### config.mk
export PLATFORM = sky130hd
export DESIGN_NAME = rtm_ram
export DESIGN_NICKNAME = d
export VERILOG_FILES = /design/src/rtl/rtm_ram.sv
export SDC_FILE = /design/constraint.sdc
export NUM_CORES = 2
export LEC_CHECK = 0
export BUFFER_PORTS_ARGS = -buffer_cell sky130_fd_sc_hd__buf_2
export CAP_MARGIN = 25
export CORE_UTILIZATION = 35
export CTS_BUF_LIST = sky130_fd_sc_hd__clkbuf_4
export DETAILED_ROUTE_END_ITERATION = 10
export PLACE_DENSITY = 0.46
export SLEW_MARGIN = 10
export SYNTH_ARGS = -nofsm -noshare
export SYNTH_HDL_FRONTEND = slang
export SYNTH_SLANG_ARGS = --single-unit
### constraint.sdc
create_clock -name clk -period 4.7 [get_ports clk]
set_input_delay 0.94 -clock clk [delete_from_list [all_inputs] [get_ports clk]]
set_output_delay 0.94 -clock clk [all_outputs]
set_load 0.05 [all_outputs]
### src/rtl/rtm_ram.sv
// Generic single-write, single-read RAM with registered read data.
module rtm_ram #(
	parameter int unsigned WIDTH = 32,
	parameter int unsigned DEPTH = 64
) (
	input  logic                                       clk,
	input  logic                                       we,
	input  logic [((DEPTH > 1) ? $clog2(DEPTH) : 1)-1:0] waddr,
	input  logic [WIDTH-1:0]                           wdata,
	input  logic [((DEPTH > 1) ? $clog2(DEPTH) : 1)-1:0] raddr,
	output logic [WIDTH-1:0]                           rdata
);

	logic [WIDTH-1:0] mem_q [DEPTH];

	always_ff @(posedge clk) begin
		if (we) begin
			mem_q[waddr] <= wdata;
		end
		rdata <= mem_q[raddr];
	end

endmodule

* Word-level counts from Yosys, hierarchy flattened
Memory sizes are Yosys's and may differ from the RTL's. A register that Yosys moved wholly into a read port is not among the register bits.
Cells that the tools add are included.
** Operators by class
- Mux-type cells :: 2
** Operators with widths (count)
- 2-to-1 mux 1 bit :: 2
** Word-level totals
- Memories :: 1
- Input bits :: 46
- Word-level logic and storage cells :: 3
- Bits in registers :: 0
- Output and inout bits :: 32
- Bits in writable memories :: 2048
** Memory list
- mem_q :: depth 64, width 32, rd ports 1, clocked after Yosys merged registers in 1, wr ports 1, line 14 : logic [WIDTH-1:0] mem_q [DEPTH];

* Logic depth before layout (Yosys ltp)
- Depth in word-level cells :: 2
- Gate-level depth with buffers :: 10
- Gate-level depth less buffers :: 5

* Worst setup path before layout
No wires, ideal clock.
- Path kind :: input port to flip-flop
- Start point :: in waddr[3] (netlist bit)
- End point :: mem mem_q[48][0], enable pin
- Cell stages on the path :: 4
- Data arrival time :: 3639 ps
- Required time :: 4239 ps
- Slack :: 600 ps
- Library setup time :: 461 ps
- Path buffers :: 1
- Cells stage by stage :: clkbuf_1 nor2b_1 nand4b_1 nor3_1
** RTL lines
- start: declaration :: line 8 : input logic [((DEPTH > 1) ? $clog2(DEPTH) : 1)-1:0] waddr,
- end: declaration :: line 14
No word-level cell before the write port.

* Worst setup path after layout
- Start point :: reg rdata[5] (read register of mem_q)
- End point :: out rdata[5]
** RTL lines
- start: declaration :: line 11 : output logic [WIDTH-1:0] rdata
No word-level cell between the ends.

==> impl_metrics.tcl <==
set metrics [dict create \
    worstSetupPathType "flop to primary output" \
    ios 78 \
    maxCapViolations 0 \
    min_path_type "input port to flop" \
    max_freq_mhz 286.5 \
    final_common_cell "edfxtp_1" \
    grt_pass1_vias 40990 \
    ant_nets 0 \
    status "completed" \
    tritoncts "yes" \
    power.density_nw_per_um2 422.4 \
    p_leak_nw 29.32 \
    placed_area_um2 84530 \
    ctsResizeCount 0 \
    synthDistinctLibCells 34 \
    num_rows 173 \
    post_cts_buffers 0 \
    syn_avg_cell_area_um2 23.62 \
    grt_pass1_wl_um 320200 \
    clkTransAtPathRegs_ns 0.06 \
    numCtsBuffers 572 \
    postCtsHoldBufs 14 \
    hold_violations 0 \
    syn2layout_area_growth_pct 16.95 \
    cpPeakStageDelay_ns 0.79 \
    place_hpwl_um 125900 \
    ys_ff_latch 2080 \
    syn-cell-area_um2 78520 \
    ys_top_cells_by_area "edfxtp_1, mux4_2, mux2i_1" \
    grt_usage_pct 20.57 \
    fin_crit_sh_pct 74.26 \
    critPathSlowestCell "dfxtp_1" \
    drv_slew 0 \
    path_max_fanout 1 \
    path_cells "buf_2" \
    design_area_um2 91820 \
    syn_nets 3370 \
    drt_wl_total_um 230100 \
    cp_top_family "flip-flops" \
    clk_latency_ns 1.38 \
    nets 4075 \
    antenna_found_initial 12 \
    dr.first_iter.drc_count 3894 \
    viasPerCell 5.258 \
    vias 38930 \
    drt-pass1-iter-count 5 \
    synth_top_area_share_pct 78.33 \
    fillers 19900 \
    seq_area_frac_synth_pct 79.14 \
    htreeDepth 6 \
    overflow 0 \
    dieHeight_um 475.6 \
    ctsLongestPathBuffers 4 \
    fin_skew_ns 0.07450 \
    core_um2 222500 \
    end_kind "primary output" \
    io_buffers 77 \
    yosys_warnings 0 \
    cp.arrival_ns 2.55 \
    syn_inst 3324 \
    required_ns 3.76 \
    setup_viol 0 \
    initial_core_util_pct 35.28 \
    layout_common_cells "edfxtp_1, clkbuf_4, mux4_2, buf_4, mux2i_1" \
    setup_tns_ns 0 \
    post-synth-top-area-cell "edfxtp_1" \
    maxSlewHeadroom_pct 30.45 \
    globalplace.congestion 0.7329 \
    path_buf_inv 1 \
    clkSinkCount 2080 \
    fin_crit_ns 3.490 \
    cp-start-kind "flop" \
    rsz0062_at_grt "false" \
    drt-wirelength-per-cell_um 31.07 \
    worstMarginPinSlew_ns 1.043 \
    design.die.area_um2 226200 \
    drc 0 \
    die_w_um 475.6 \
    grt_max_degree 65 \
    ir_drop_uv 281.2 \
    drive_gt1_share_pct 40.68 \
    root_buffer "clkbuf_4" \
]
[routing by layer]
layer | global-route usage [%] | part of all wire, % | vias to the layer above
met3 | 4.078 | 5.8 | 266
met2 | 33.54 | 49 | 1372
met1 | 28.00 | 43 | 21200
li1 | - | - | 16090
met4 | 5.704 | 1.6 | 6
met5 | 0 | 0.019 | -
[worst paths after layout]
kind | start | end | slack [ns] | cells after the start
setup / recovery | rdata[5]$_DFF_P_ | rdata[5] | 1.21 | 1
hold / removal | raddr[3] | rdata[8]$_DFF_P_ | 0.24 | 3
setup reg to reg | mem_q[63][5]$_DFFE_PP_ | rdata[5]$_DFF_P_ | 2.24 | 4
hold reg to reg | mem_q[28][8]$_DFFE_PP_ | rdata[8]$_DFF_P_ | 0.73 | 4
[cells by family after synthesis]
| logic type | Yosys count | synth area share [%] |
|---|---|---|
| and+or+nand+nor | 223 | 1.265 |
| muxes | 637 | 16.79 |
| AOI/OAI and AO/OA | 202 | 1.673 |
| buffers and inverters | 182 | 1.128 |
| DFF | 2080 | 79.14 |
[power breakdown]
group          switching [mW]  internal, mW
clock                    7.36          8.65
sequential              0.120          20.5
combinational            1.36         0.764
total                    8.83          29.9
[Yosys cell counts, drive strengths merged]
cell type,instances
nor2b,15
a41o,4
a21oi,62
and3,4
or2,3
or3,3
edfxtp,2048
nand3,5
a22oi,12
a31oi,1
o221ai,27
mux2i,93
nand4,2
nand2,26
and2,2
buf,108
clkbuf,74
nor3,7
o32ai,4
a311oi,8
nand4b,1
o22ai,84
dfxtp,32
nand2b,8
nand3b,5
mux4,544
or3b,5
nor2,137
[through the flow]
step	worst slack (ns)	total power [mW]	hold WS, ns	utilization [%]	cells
2_1_floorplan	0.6002	22.11	0.6632	-	3324
3_3_place_gp	0.6116	23.20	0.7225	37.95	6406
3_5_place_dp	0.6359	23.22	0.7240	37.99	6410
4_1_cts	0.9503	39.37	0.06366	41.21	7389
5_1_grt	1.081	40.38	0.1426	41.26	7403
6_report	1.210	38.78	0.2393	41.26	7405
[registers in the layout (all words and copies together) (netlist names)]
signal  flops
rdata      32
mem_q    2048
[cell type report]
type,count,area [um2],share of cell area [%]
diodes,10,25.02,0.02725
clock buffers,865,6494,7.072
clock inverters,100,546.8,0.5955
multi-input cells,1062,15970,17.39
flip-flops and latches,2080,62140,67.67
well taps,2975,3722,4.054
repair buffers,313,2924,3.184
(Power assumes the default switching activity.)
