### src/rtl/rtm_pkg.sv
// Shared types, codes and helpers for the row-by-matrix product block.
package rtm_pkg;

	localparam int unsigned IDX_W      = 6;
	localparam int unsigned LEN_W      = 7;
	localparam int unsigned DATA_W     = 32;
	localparam int unsigned INDEX_SPAN = 64;

	typedef logic [IDX_W-1:0]  idx_t;
	typedef logic [LEN_W-1:0]  len_t;
	typedef logic [DATA_W-1:0] word_t;

	typedef enum logic {
		OP_LOAD_B = 1'b0,
		OP_ROW_A  = 1'b1
	} opcode_t;

	typedef enum logic {
		REG_INNER_LENGTH = 1'b0,
		REG_OUT_COLUMNS  = 1'b1
	} reg_index_t;

	// Tag that travels alongside one multiply-accumulate beat.
	typedef struct packed {
		logic valid;
		logic first;
		logic last;
		logic last_row;
		idx_t col;
	} beat_tag_t;

	// Zero counts as one, anything above the limit saturates.
	function automatic len_t clamp_len(input len_t v, input len_t top);
		len_t r;
		r = v;
		if (v == '0) begin
			r = len_t'(1);
		end else if (v > top) begin
			r = top;
		end
		return r;
	endfunction

endpackage

### src/rtl/rtm_seq.sv
// Sequencer: walks inner index and output column, issuing one MAC beat per cycle.
module rtm_seq #(
	parameter int unsigned ISPAN = 64,
	parameter int unsigned NCOLS = 64
) (
	input  logic                  clk,
	input  logic                  arst_n,
	input  logic                  fire,
	input  rtm_pkg::len_t         n_in,
	input  rtm_pkg::len_t         n_out,
	output logic                  issuing,
	output logic [((ISPAN > 1) ? $clog2(ISPAN) : 1)-1:0] a_raddr,
	output logic [((NCOLS * ISPAN > 1) ? $clog2(NCOLS * ISPAN) : 1)-1:0] b_raddr,
	output rtm_pkg::beat_tag_t    tag
);

	localparam int unsigned KW  = (ISPAN > 1) ? $clog2(ISPAN) : 1;
	localparam int unsigned CW  = (NCOLS > 1) ? $clog2(NCOLS) : 1;
	localparam int unsigned BAW = (NCOLS * ISPAN > 1) ? $clog2(NCOLS * ISPAN) : 1;

	typedef enum logic {
		S_IDLE,
		S_RUN
	} state_t;

	state_t         state_q;
	logic [KW-1:0]  j_q;
	logic [KW-1:0]  jlast_q;
	logic [CW-1:0]  c_q;
	logic [CW-1:0]  clast_q;
	logic [BAW-1:0] base_q;

	always_ff @(posedge clk or negedge arst_n) begin
		if (!arst_n) begin
			state_q <= S_IDLE;
			j_q     <= '0;
			jlast_q <= '0;
			c_q     <= '0;
			clast_q <= '0;
			base_q  <= '0;
		end else begin
			case (state_q)
				S_IDLE: begin
					if (fire) begin
						state_q <= S_RUN;
						j_q     <= '0;
						c_q     <= '0;
						base_q  <= '0;
						jlast_q <= KW'(n_in - rtm_pkg::len_t'(1));
						clast_q <= CW'(n_out - rtm_pkg::len_t'(1));
					end
				end
				S_RUN: begin
					if (j_q == jlast_q) begin
						j_q <= '0;
						if (c_q == clast_q) begin
							state_q <= S_IDLE;
						end else begin
							c_q    <= c_q + CW'(1);
							base_q <= base_q + BAW'(ISPAN);
						end
					end else begin
						j_q <= j_q + KW'(1);
					end
				end
				default: begin
					state_q <= S_IDLE;
				end
			endcase
		end
	end

	assign issuing      = (state_q == S_RUN);
	assign a_raddr      = j_q;
	assign b_raddr      = base_q + BAW'(j_q);
	assign tag.valid    = issuing;
	assign tag.first    = (j_q == '0);
	assign tag.last     = (j_q == jlast_q);
	assign tag.last_row = (c_q == clast_q);
	assign tag.col      = rtm_pkg::idx_t'(c_q);

endmodule

### config.mk
export PLATFORM = sky130hd
export DESIGN_NAME = rtm_seq
export DESIGN_NICKNAME = d
export VERILOG_FILES = /design/src/rtl/rtm_pkg.sv /design/src/rtl/rtm_seq.sv
export SDC_FILE = /design/constraint.sdc
export NUM_CORES = 1
export LEC_CHECK = 0
export BUFFER_PORTS_ARGS = -buffer_cell sky130_fd_sc_hd__buf_2
export CAP_MARGIN = 20
export CORE_ASPECT_RATIO = 2
export CORE_MARGIN = 10
export CORE_UTILIZATION = 35
export DETAILED_ROUTE_END_ITERATION = 12
export RECOVER_POWER = 100
export SLEW_MARGIN = 20
export SYNTH_ARGS = -nofsm -noshare
export SYNTH_HDL_FRONTEND = slang
export SYNTH_SLANG_ARGS = --single-unit
export TNS_END_PERCENT = 50
### constraint.sdc
create_clock -name clk -period 5.03 [get_ports clk]
set_input_delay 0.7545 -clock clk [delete_from_list [all_inputs] [get_ports clk]]
set_output_delay 0.7545 -clock clk [all_outputs]
set_load 0.01 [all_outputs]
Word level (Yosys, flattened, before mapping)

Cells that the tools add are included.

Bitwise gates (word level): 1
Shift-type cells: 0
Reductions and logical operators: 3
Magnitude comparators: 0
Add/subtract/negate cells: 6
Equal/unequal tests: 5
Multiply operators: 0
Div/mod/pow operators: 0
Muxes and demuxes: 14

Operators with widths:

| cell                  | number |
|---|---|
| $mux 12               | 3 |
| $mux 6                | 4 |
| $pmux 12 s2           | 1 |
| $pmux 6 s2            | 2 |
| $add 12x6->12         | 1 |
| $add 12x7->12 const B | 1 |
| $add 6x1->6 const B   | 2 |
| $eq 6x6->1            | 2 |
| $sub 6x1->6 const B   | 2 |
| $logic_not 6->1       | 1 |
| $ne 2x2->1 const B    | 3 |
| $mux 1                | 3 |
| $reduce_and 3->1      | 1 |
| $pmux 1 s2            | 1 |
| $reduce_and 2->1      | 1 |
| $not 1->1             | 1 |

Word-level logic and storage cells: 35
Bits in registers: 37
Output and inout bits: 29
Memories kept: 0
Memory bits (writable): 0
Bits in read-only memories: 0
Bits in latches: 0

Depth between registers and ports, before layout

Depth in word-level cells: 4
Depth in mapped cells: 7
Depth with buffers taken out: 5

Worst setup path after synthesis

No wires, ideal clock.

Path kind: reg2out
Start: register c_q[3]
End: output tag[6] (netlist bit)
Data arrival time: 1.280 ns
Path buffers: 1
Stages on the path, launching flop included: 5
Data required time: 4.276 ns
Path slack: 2.996 ns
Cells stage by stage: dfrtp_1 buf_6 xor2_1 nor4_1 and2_1

RTL lines:

| item                   | line          | RTL |
|---|---|---|
| from (decl)            | rtm_seq.sv:29 | `logic [CW-1:0] c_q;` |
| from (signal assigned) | rtm_seq.sv:59 | `c_q <= c_q + CW'(1);` |
| to (decl)              | rtm_seq.sv:14 | `output rtm_pkg::beat_tag_t tag` |

==> summary.txt <==
STA
  – Setup Total Neg Slack: 0 ns
  – Clk_skew: 0.00705 ns
  – Fin crit period: 2.61 ns
  – Worst Max-Slew Pin Slew: 1.69 ns
  – Max-slew violation count: 32
  – Unrepaired setup endpoints after global routing: no
  – Final count of hold timing violations: 0
  – Crit share post-route: 51.9%
  – Final WS setup: 2.42 ns
  – Worst slew margin: -12.7%
  – Final setup fails: 0
  – Achievable frequency: 383 MHz

Worst setup path
  – CP required: 4.28 ns
  – Critical path class: reg2out
  – Slack of the worst reg-to-reg path: 2.71 ns
  – Crit path max fanout: 9
  – R2r startpoint: c_q[3]$_DFFE_PN0P_
  – Critical path's top delay family: simple AND/OR/NAND/NOR gates
  – CP Launch Type: flip-flop
  – Crit-path max cell delay: 0.49 ns
  – Crit-path cells: xor2_1, nor4_1, and2_0, buf_2
  – Crit path buf inv count: 1
  – Critical path origin: c_q[3]$_DFFE_PN0P_
  – Worst path arrival time: 1.85 ns
  – CP max-delay cell: dfrtp_1
  – CP endpoint kind: output port

Final layout
  – Post-layout util: 39.9%
  – Layout cells sized above 1: 9.57%
  – Cell Count, Final, Fillers Out: 288
  – ANT cells: 0
  – Nets@finish: 254
  – Area delta synth->final: 11.6%
  – Final Instance Area: 2050 um2
  – Most frequent cells in the layout: 31 x dfrtp_1, 29 x clkbuf_1, 26 x nand2_1
  – Most common cell after layout, fill and taps aside: dfrtp_1

GRT
  – Maximum number of pins on one net before global-route repair: 32
  – First-pass GRT wire length: 7420 um
  – Initial antenna violation count: 0
  – Total global routing overflow: 0
  – Number of global-route vias before repair: 1,609
  – Global-route usage over all layers: 10.4%

Clocking
  – Clk buf depth: 2
  – Cts repair resizes: 0
  – H-tree depth: 2
  – Clock sinks: 31
  – Hold_buf cts: 0
  – Worst skew pair latency: 0.29 ns
  – TritonCTS clock tree: yes
  – Reg clk slew, reported paths: 0.06 ns
  – TritonCTS Buffers: 5
  – Root buffer cell: clkbuf_8
  – Setup Buffers After CTS: 0

Die
  – Num ports: 46
  – DIE AREA: 8720 um2
  – Core ar.: 5140 um2
  – Row cnt: 37
  – Die height: 122 um
  – DIE WIDTH: 71.2 um
  – Starting density of the core: 35.7%

Yosys
  – Cells after Synth: 204
  – Post-synthesis cell type count: 41
  – Post-synthesis sequential area ratio: 42.2%
  – Synth warn: 0
  – Syn Nets: 227
  – Synthesized area: 1840 um2
  – Yosys reg bits: 31
  – EDFF count, synth: 0
  – Mean Syn Cell Area: 9.00 um2
  – Primary FF master, synth: dfrtp_1
  – Async SR Flop Fraction: 100%

Detailed routing
  – Drt pass-1 iters: 4
  – Routed wire length: 4250 um
  – Wirelength per Cell: 14.8 um
  – Met3 Wirelength: 224 um
  – Routed vias/inst: 5.18
  – Metal1 wirelength: 1700 um
  – DR top layer: met4
  – Final antenna-violating net count: 0
  – DRC viols: 0
  – Drt initial violations: 77
  – Total number of vias: 1,493
  – DR WL met2: 2210 um

Power and ir drop
  – Power Density: 498 nW/um2
  – Maximum vdd drop: 0.193 mV
  – Leak: 0.000911 uW

Run status
  – Violated checks: max-capacitance violations, max-slew violations
  – Status: complete, but fails checks

Place
  – Post-DP HPWL: 3200 um
  – Worst slack, placed: 2.76 ns
  – GPL Wtd Cong: 0.770
  – Placed cell areas: 2010 um2
  – Cell count after placement: 282
  – Port bufs: 43

Worst hold path
  – Hold path start: clast_q[4]$_DFFE_PN0P_
  – Min-delay worst type: reg2reg

Flow run
  – Max_cap viols: 1
routing by layer:
metal  global-route usage (%)  up-vias
met3                     3.63        6
met2                     18.0       30
li1                         -      750
met4                     6.08        0
met5                        0        -
met1                     10.4      707
tightest hold or removal path, cell delays in order (launching register included):
cell,delay (ns)
dfrtp_1,0.35
nand2_1,0.05
o21ai_0,0.06
synth_stat cells (3+ instances only):
master,count,area [um2]
clkbuf_1,16,60.1
buf_4,4,30.0
or4_1,3,22.5
a21o_1,4,30.0
ha_1,6,75.1
xnor2_1,12,105
and2_1,3,18.8
nor3_1,5,25.0
nor3b_1,4,30.0
nor4_1,3,18.8
o21ai_0,15,75.1
o22ai_1,3,18.8
nor2_1,6,22.5
inv_1,10,37.5
nand2_1,26,97.6
o211ai_1,4,30.0
dfrtp_1,31,776
nand3_1,12,60.1
xor2_1,10,87.6
through the flow:
stage	total power, uW	hold WS [ns]
2_1_floorplan	740	0.459
3_3_place_gp	862	0.481
3_5_place_dp	877	0.490
4_1_cts	1060	0.503
5_1_grt	1110	0.522
6_report	1020	0.495
logic make-up (layout without fill, tap and decap cells):
logic type	after synthesis	in the layout	share of synthesized area, %
and+or+nand+nor	70	70	18.9
AOI/OAI and AO/OA	39	39	14.4
buffers and inverters	33	59	8.11
DFF	31	31	42.2
xor gates and xnor gates	22	22	10.5
adders and majority gates	6	6	4.09
muxes	3	3	1.70
final cells by class:
cell class | instances | area, um2
fill | 534 | 3090
multi-input combinational | 140 | 911
sequential | 31 | 776
timing repair buffer | 43 | 180
clock buffer | 6 | 72.6
tap | 58 | 72.6
inverter | 10 | 37.5
worst paths after layout:
| kind | end | depth (start not counted) |
|---|---|---|
| worst max-delay path | tag[6] | 4 |
| worst min-delay path | clast_q[4]$_DFFE_PN0P_ | 2 |
| worst max register to register | c_q[3]$_DFFE_PN0P_ | 5 |
| worst min register to register | clast_q[4]$_DFFE_PN0P_ | 2 |
| max in group asynchronous | base_q[7]$_DFFE_PN0P_ | 1 |
| min in group asynchronous | jlast_q[5]$_DFFE_PN0P_ | 1 |
state kept, by name, summed over array words and instances (netlist names):
register  cells
base_q        6
jlast_q       6
clast_q       6
issuing       1
c_q           6
a_raddr       6
report_power, final:
group / internal, uW / switching [uW]
sequential: 324 / 118
combinational: 182 / 217
clock: 92.0 / 87.5
No activity file was read; power rests on OpenSTA's default activity.
