`src/rtl/rtm_pkg.sv`:
```
// Shared types, codes and helpers for the row-by-matrix product block.
package rtm_pkg;

	localparam int unsigned IDX_W      = 6;
	localparam int unsigned LEN_W      = 7;
	localparam int unsigned DATA_W     = 32;
	localparam int unsigned INDEX_SPAN = 64;

	typedef logic [IDX_W-1:0]  idx_t;
	typedef logic [LEN_W-1:0]  len_t;
	typedef logic [DATA_W-1:0] word_t;

	typedef enum logic {
		OP_LOAD_B = 1'b0,
		OP_ROW_A  = 1'b1
	} opcode_t;

	typedef enum logic {
		REG_INNER_LENGTH = 1'b0,
		REG_OUT_COLUMNS  = 1'b1
	} reg_index_t;

	// Tag that travels alongside one multiply-accumulate beat.
	typedef struct packed {
		logic valid;
		logic first;
		logic last;
		logic last_row;
		idx_t col;
	} beat_tag_t;

	// Zero counts as one, anything above the limit saturates.
	function automatic len_t clamp_len(input len_t v, input len_t top);
		len_t r;
		r = v;
		if (v == '0) begin
			r = len_t'(1);
		end else if (v > top) begin
			r = top;
		end
		return r;
	endfunction

endpackage

```
`src/rtl/rtm_mac.sv`:
```
// Shared multiply-accumulate datapath with registered result outputs.
module rtm_mac (
	input  logic               clk,
	input  logic               arst_n,
	input  rtm_pkg::beat_tag_t tag,
	input  rtm_pkg::word_t     a_rdata,
	input  rtm_pkg::word_t     b_rdata,
	output logic               pipe_busy,
	output logic               result_valid,
	output rtm_pkg::idx_t      result_column,
	output rtm_pkg::word_t     product_sum,
	output logic               last_of_row
);

	rtm_pkg::beat_tag_t tag_s1;
	rtm_pkg::beat_tag_t tag_s2;
	rtm_pkg::word_t     prod_s2;
	rtm_pkg::word_t     acc_q;
	rtm_pkg::word_t     sum;

	// Low half of the product is the same for signed and unsigned operands.
	assign sum = (tag_s2.first ? '0 : acc_q) + prod_s2;

	always_ff @(posedge clk or negedge arst_n) begin
		if (!arst_n) begin
			tag_s1       <= '0;
			tag_s2       <= '0;
			result_valid <= 1'b0;
		end else begin
			tag_s1       <= tag;
			tag_s2       <= tag_s1;
			result_valid <= tag_s2.valid && tag_s2.last;
		end
	end

	always_ff @(posedge clk) begin
		prod_s2 <= a_rdata * b_rdata;
		if (tag_s2.valid) begin
			acc_q <= sum;
		end
		if (tag_s2.valid && tag_s2.last) begin
			result_column <= tag_s2.col;
			product_sum   <= sum;
			last_of_row   <= tag_s2.last_row;
		end
	end

	assign pipe_busy = tag_s1.valid || tag_s2.valid;

endmodule

```
`config.mk`:
```
export PLATFORM = sky130hd
export DESIGN_NAME = rtm_mac
export DESIGN_NICKNAME = d
export VERILOG_FILES = /design/src/rtl/rtm_pkg.sv /design/src/rtl/rtm_mac.sv
export SDC_FILE = /design/constraint.sdc
export NUM_CORES = 1
export LEC_CHECK = 0
export ABC_AREA = 1
export BUFFER_PORTS_ARGS = -buffer_cell sky130_fd_sc_hd__buf_2
export CORE_ASPECT_RATIO = 0.75
export CORE_UTILIZATION = 60
export DETAILED_ROUTE_END_ITERATION = 10
export PLACE_DENSITY = 0.78
export SETUP_SLACK_MARGIN = 0.05
export SYNTH_ARGS = -nofsm -noshare
export SYNTH_HDL_FRONTEND = slang
export SYNTH_SLANG_ARGS = --single-unit
```
`constraint.sdc`:
```
create_clock -name clk -period 5.3 [get_ports clk]
set_input_delay 1.06 -clock clk [delete_from_list [all_inputs] [get_ports clk]]
set_output_delay 1.06 -clock clk [all_outputs]
set_load 0.03 [all_outputs]
```
# Word-level counts from Yosys, hierarchy flattened

Cells that the tools add are included.

Magnitude comparators: 0
Bitwise operators: 0
Reduce and logical (&&, ||, !) cells: 2
Divide/modulo/power cells: 0
Multiply operators: 1
Equality and inequality tests: 0
Shift-type cells: 0
$add $sub $neg: 1
Multiplexer cells: 1

Operators by type and width:

| cell                         | count |
|---|---|
| adder 32 bit                 | 1 |
| multiplier 32 x 32 -> 32 bit | 1 |
| 2-to-1 mux 32 bit            | 1 |
| logical AND 1 bit            | 1 |
| logical OR 1 bit             | 1 |

Memories: 0
RAM bits: 0
Flip-flop bits (word level): 124
Logic and storage cells: 21
Input bits: 76
Memory bits (read-only): 0
Bits in latches: 0
Output and inout port bits: 41

# Logic depth before layout (Yosys ltp)

Depth after elaboration: 2
Gate-level depth with buffers: 34
Mapped depth without buffers: 32

# Least setup slack after synthesis

Ideal clock, no wire load.

Path type: input -> register
Start: in a_rdata[12]
End: reg prod_s2[27]
Setup slack: -1.823 ns
Data arrival time: 7.004 ns
Required time: 5.181 ns
Buffers on the path: 2
Setup time: 0.119 ns
Stages on the path: 27
Cells stage by stage: clkbuf_1 -> buf_1 -> nand2_1 -> fa_1 -> inv_1 -> fa_1 -> inv_1 -> fa_1 -> fa_1 -> inv_1 -> fa_1 -> inv_1 -> fa_1 -> fa_1 -> fa_1 -> inv_1 -> ha_1 -> nand2_1 -> inv_1 -> nand2_1 -> nor3_1 -> nand4_1 -> nand3_1 -> nand2_1 -> nand2_1 -> a21boi_1 -> xnor2_1

Cells in the longest elaborated chain, start to end: 1

Ends and longest elaborated chain:

| what                         | line          | RTL |
|---|---|---|
| from (decl)                  | rtm_mac.sv:6  | `input rtm_pkg::word_t a_rdata,` |
| multiplier 32 x 32 -> 32 bit | rtm_mac.sv:37 | `prod_s2 <= a_rdata * b_rdata;` |
| to (signal assigned)         | rtm_mac.sv:37 |  |
| to (decl)                    | rtm_mac.sv:17 | `rtm_pkg::word_t prod_s2;` |

No other way between the ends.
A chain may end at the register's enable or synchronous reset.

# Worst setup path in the final report

Start: in b_rdata[2]
End: reg prod_s2[26]

Cells in the longest elaborated chain, start to end: 1

Ends and longest elaborated chain:

| what                         | line          | RTL |
|---|---|---|
| from (decl)                  | rtm_mac.sv:7  | `input rtm_pkg::word_t b_rdata,` |
| multiplier 32 x 32 -> 32 bit | rtm_mac.sv:37 |  |

No other way between the ends.

==> results.txt <==
Fmax = 147.3 MHz
Period utilization = 1.281
Setup violations, final = 23
Row count = 60
WP data required = 5.62 ns
Total CTS buffers = 17
Post-synthesis register bit count = 124
Register area = 3298 sq um
Nature of the critical path endpoint = flip-flop
Port bufs = 116
TritonCTS clock tree = done
Vias post-DR = 18879
Cells after Synth = 2700
Multi-input logic area = 16420 sq um
Clock Latency Late Sink = 0.43 ns
Register area share after synthesis = 0.1501
Final WL = 66.75 mm
Synthesized area = 21980 sq um
Final HPWL DP = 54.58 mm
Reg clk slew, reported paths = 0.06 ns
# DRC = 0
Yosys warnings = 0
Initial antenna violation count = 3
Max FO, Critical Path = 9
Post-route cell area = 27480 sq um
Final hold vios = 0
Setup ws final = -1.488 ns
CTS max path bufs = 2
CP arrival = 7.11 ns
Most frequent cells in the layout = 743 x inv_1, 691 x nand2_1, 374 x fa_1, 267 x buf_4, 119 x ha_1
Vias in the first global route = 19731
Leading cell type in the layout, fill and taps excluded = inv_1
Failing checks = setup timing
Worst R2R Setup Slack = 1.38 ns
Drt wl/cell = 18.93 um
Hold-fix buffers, CTS = 0
Die area = 37410 sq um
Pre-antenna DRT Iters = 9
Die W = 223 um
Final core utilization = 0.7641
End of the critical path = prod_s2[26]$_DFF_P_
Syn Nets = 3339
Tightest Hold Check Type = reg2reg
NumNets Final = 3687
Initial Util = 0.6112
Final Critical Period = 6.788 ns
Largest net degree at the start of global routing = 36
Max_cap viols = 0
Ports = 117
Core area = 35960 sq um
Worst clock skew = 0.009760 ns
First-pass GRT wire length = 104.8 mm
Critical path startpoint category = input pin
GR Overflow Total = 0
Die Y = 167.8 um
Via density per instance = 5.354
Worst slack, placed = -2.226 ns
Placer congestion estimate = 1.015
Tot GR Track Use = 0.3676
Status = finished, violations left
ANT cells = 0
Synth unique cells = 48
Slew Limit Headroom = 0.3745
Crit Reg-Reg Startpoint = tag_s2[8]$_DFF_PN0_
Sink Count = 124
H-tree levels = 4
Layout cell share with drive strength beyond 1 = 0.2342
Worst Reg-to-Reg Cells = 13
Reg2reg end = acc_q[31]$_DFFE_PP_
RSZ-0062 raised after global routing = yes
Final Max Slew Viols = 0
Hold_sp = tag_s1[7]$_DFF_PN0_
Antenna Nets Post-Route = 0
Initial DRC Count = 1764
Root buffer cell = clkbuf_16
CP startpoint = b_rdata[2]
Worst slew pin tran = 0.9382 ns
Syn avg cell area = 8.140 sq um
Area growth, synth to finish = 25.02%
Critical path type = in2reg
Final-layout fill cell count = 2478
Placed instance area = 25180 sq um
==> per-stage QoR <==
| step | hold slack, ns | instances | TNS (ns) |
|---|---|---|---|
| 2_1_floorplan | 0.3312 | 2700 | -22.60 |
| 3_3_place_gp | 0.3312 | 3441 | -37.65 |
| 3_5_place_dp | 0.3362 | 3441 | -39.54 |
| 4_1_cts | 0.3526 | 3507 | -23.58 |
| 5_1_grt | 0.3553 | 3526 | -28.46 |
| 6_report | 0.3515 | 3526 | -25.35 |
==> layer usage <==
| layer | part of all wire | track usage |
|---|---|---|
| met1 | 0.42 | 0.5257 |
| met2 | 0.43 | 0.5484 |
| met3 | 0.13 | 0.1193 |
| met4 | 0.022 | 0.07676 |
| met5 | 0.00055 | 0 |
==> critical path: stages <==
cell	delay [ns]
buf_8	0.12
buf_6	0.13
nand2_2	0.05
inv_2	0.04
fa_1	0.54
inv_2	0.05
fa_2	0.56
fa_2	0.49
fa_1	0.54
inv_2	0.05
fa_1	0.49
fa_1	0.44
fa_2	0.58
fa_1	0.46
ha_4	0.34
nand2_4	0.08
nor3_4	0.28
nand4_1	0.28
nand3_2	0.17
nand3_2	0.08
nand2_2	0.09
a21oi_2	0.06
xnor2_1	0.11
==> worst min-delay path by stage <==
| stage | end | slack, ns | depth (start not counted) |
|---|---|---|---|
| floorplan | tag_s2[0]$_DFF_PN0_ | 0.33 | 0 |
| global placement | tag_s2[7]$_DFF_PN0_ | 0.33 | 0 |
| detailed placement | tag_s2[8]$_DFF_PN0_ | 0.34 | 0 |
| CTS | tag_s2[7]$_DFF_PN0_ | 0.35 | 0 |
| global route | tag_s2[3]$_DFF_PN0_ | 0.36 | 0 |
| finish | tag_s2[7]$_DFF_PN0_ | 0.35 | 0 |
==> cell families after synthesis <==
group,Yosys count,synth area share
and+or+nand+nor,909,0.1665
buffers and inverters,897,0.1566
adders and majority gates,563,0.4602
AOI/OAI and AO/OA,134,0.03763
DFF,124,0.1501
xor gates and xnor gates,73,0.02909
==> Yosys cell counts (all sizes together) <==
| cell | instances | area [sq um] |
|---|---|---|
| nand4 | 4 | 25.02 |
| a21o | 7 | 52.55 |
| inv | 791 | 2969 |
| a211oi | 2 | 15.01 |
| a221oi | 3 | 26.28 |
| dfrtp | 21 | 525.5 |
| o21bai | 7 | 60.06 |
| nand3b | 8 | 72.57 |
| o221ai | 1 | 8.760 |
| ha | 154 | 1927 |
| a21boi | 3 | 26.28 |
| o2111a | 1 | 11.26 |
| a21oi | 65 | 362.8 |
| o211ai | 2 | 20.02 |
| xor2 | 47 | 411.6 |
| buf | 33 | 197.7 |
| xnor2 | 26 | 227.7 |
| o21ai | 38 | 212.7 |
| dfxtp | 32 | 640.6 |
| fa | 409 | 8188 |
| a31oi | 5 | 31.28 |
| clkbuf | 73 | 274.0 |
| nor3 | 12 | 65.06 |
| edfxtp | 71 | 2132 |
| and3 | 1 | 6.260 |
| nor4 | 4 | 31.28 |
| nand2 | 745 | 2841 |
| nor2 | 68 | 255.2 |
| or2 | 1 | 6.260 |
| nand3 | 66 | 355.3 |
==> registers in the layout, indices dropped and copies added (netlist names) <==
register       count
product_sum       32
result_column      6
last_of_row        1
result_valid       1
prod_s2           32
tag_s2            10
tag_s1            10
acc_q             32
==> cell type report <==
class,count,area share
clock inverter,14,0.005373
inverter,791,0.1081
clock buffer,18,0.01598
multi-input combinational,1679,0.5977
sequential,124,0.1200
timing repair buffer,435,0.1316
tap,465,0.02117
==> what timing repair did <==
action,CTS,global route
endpoints found under the setup margin,24,24
resized for setup,206,129
setup buffers,37,21
pin swaps,103,98
Power is left out: the tool's default activity adds up to more than one toggle a clock period on the data nets, which glitch-free logic cannot reach.
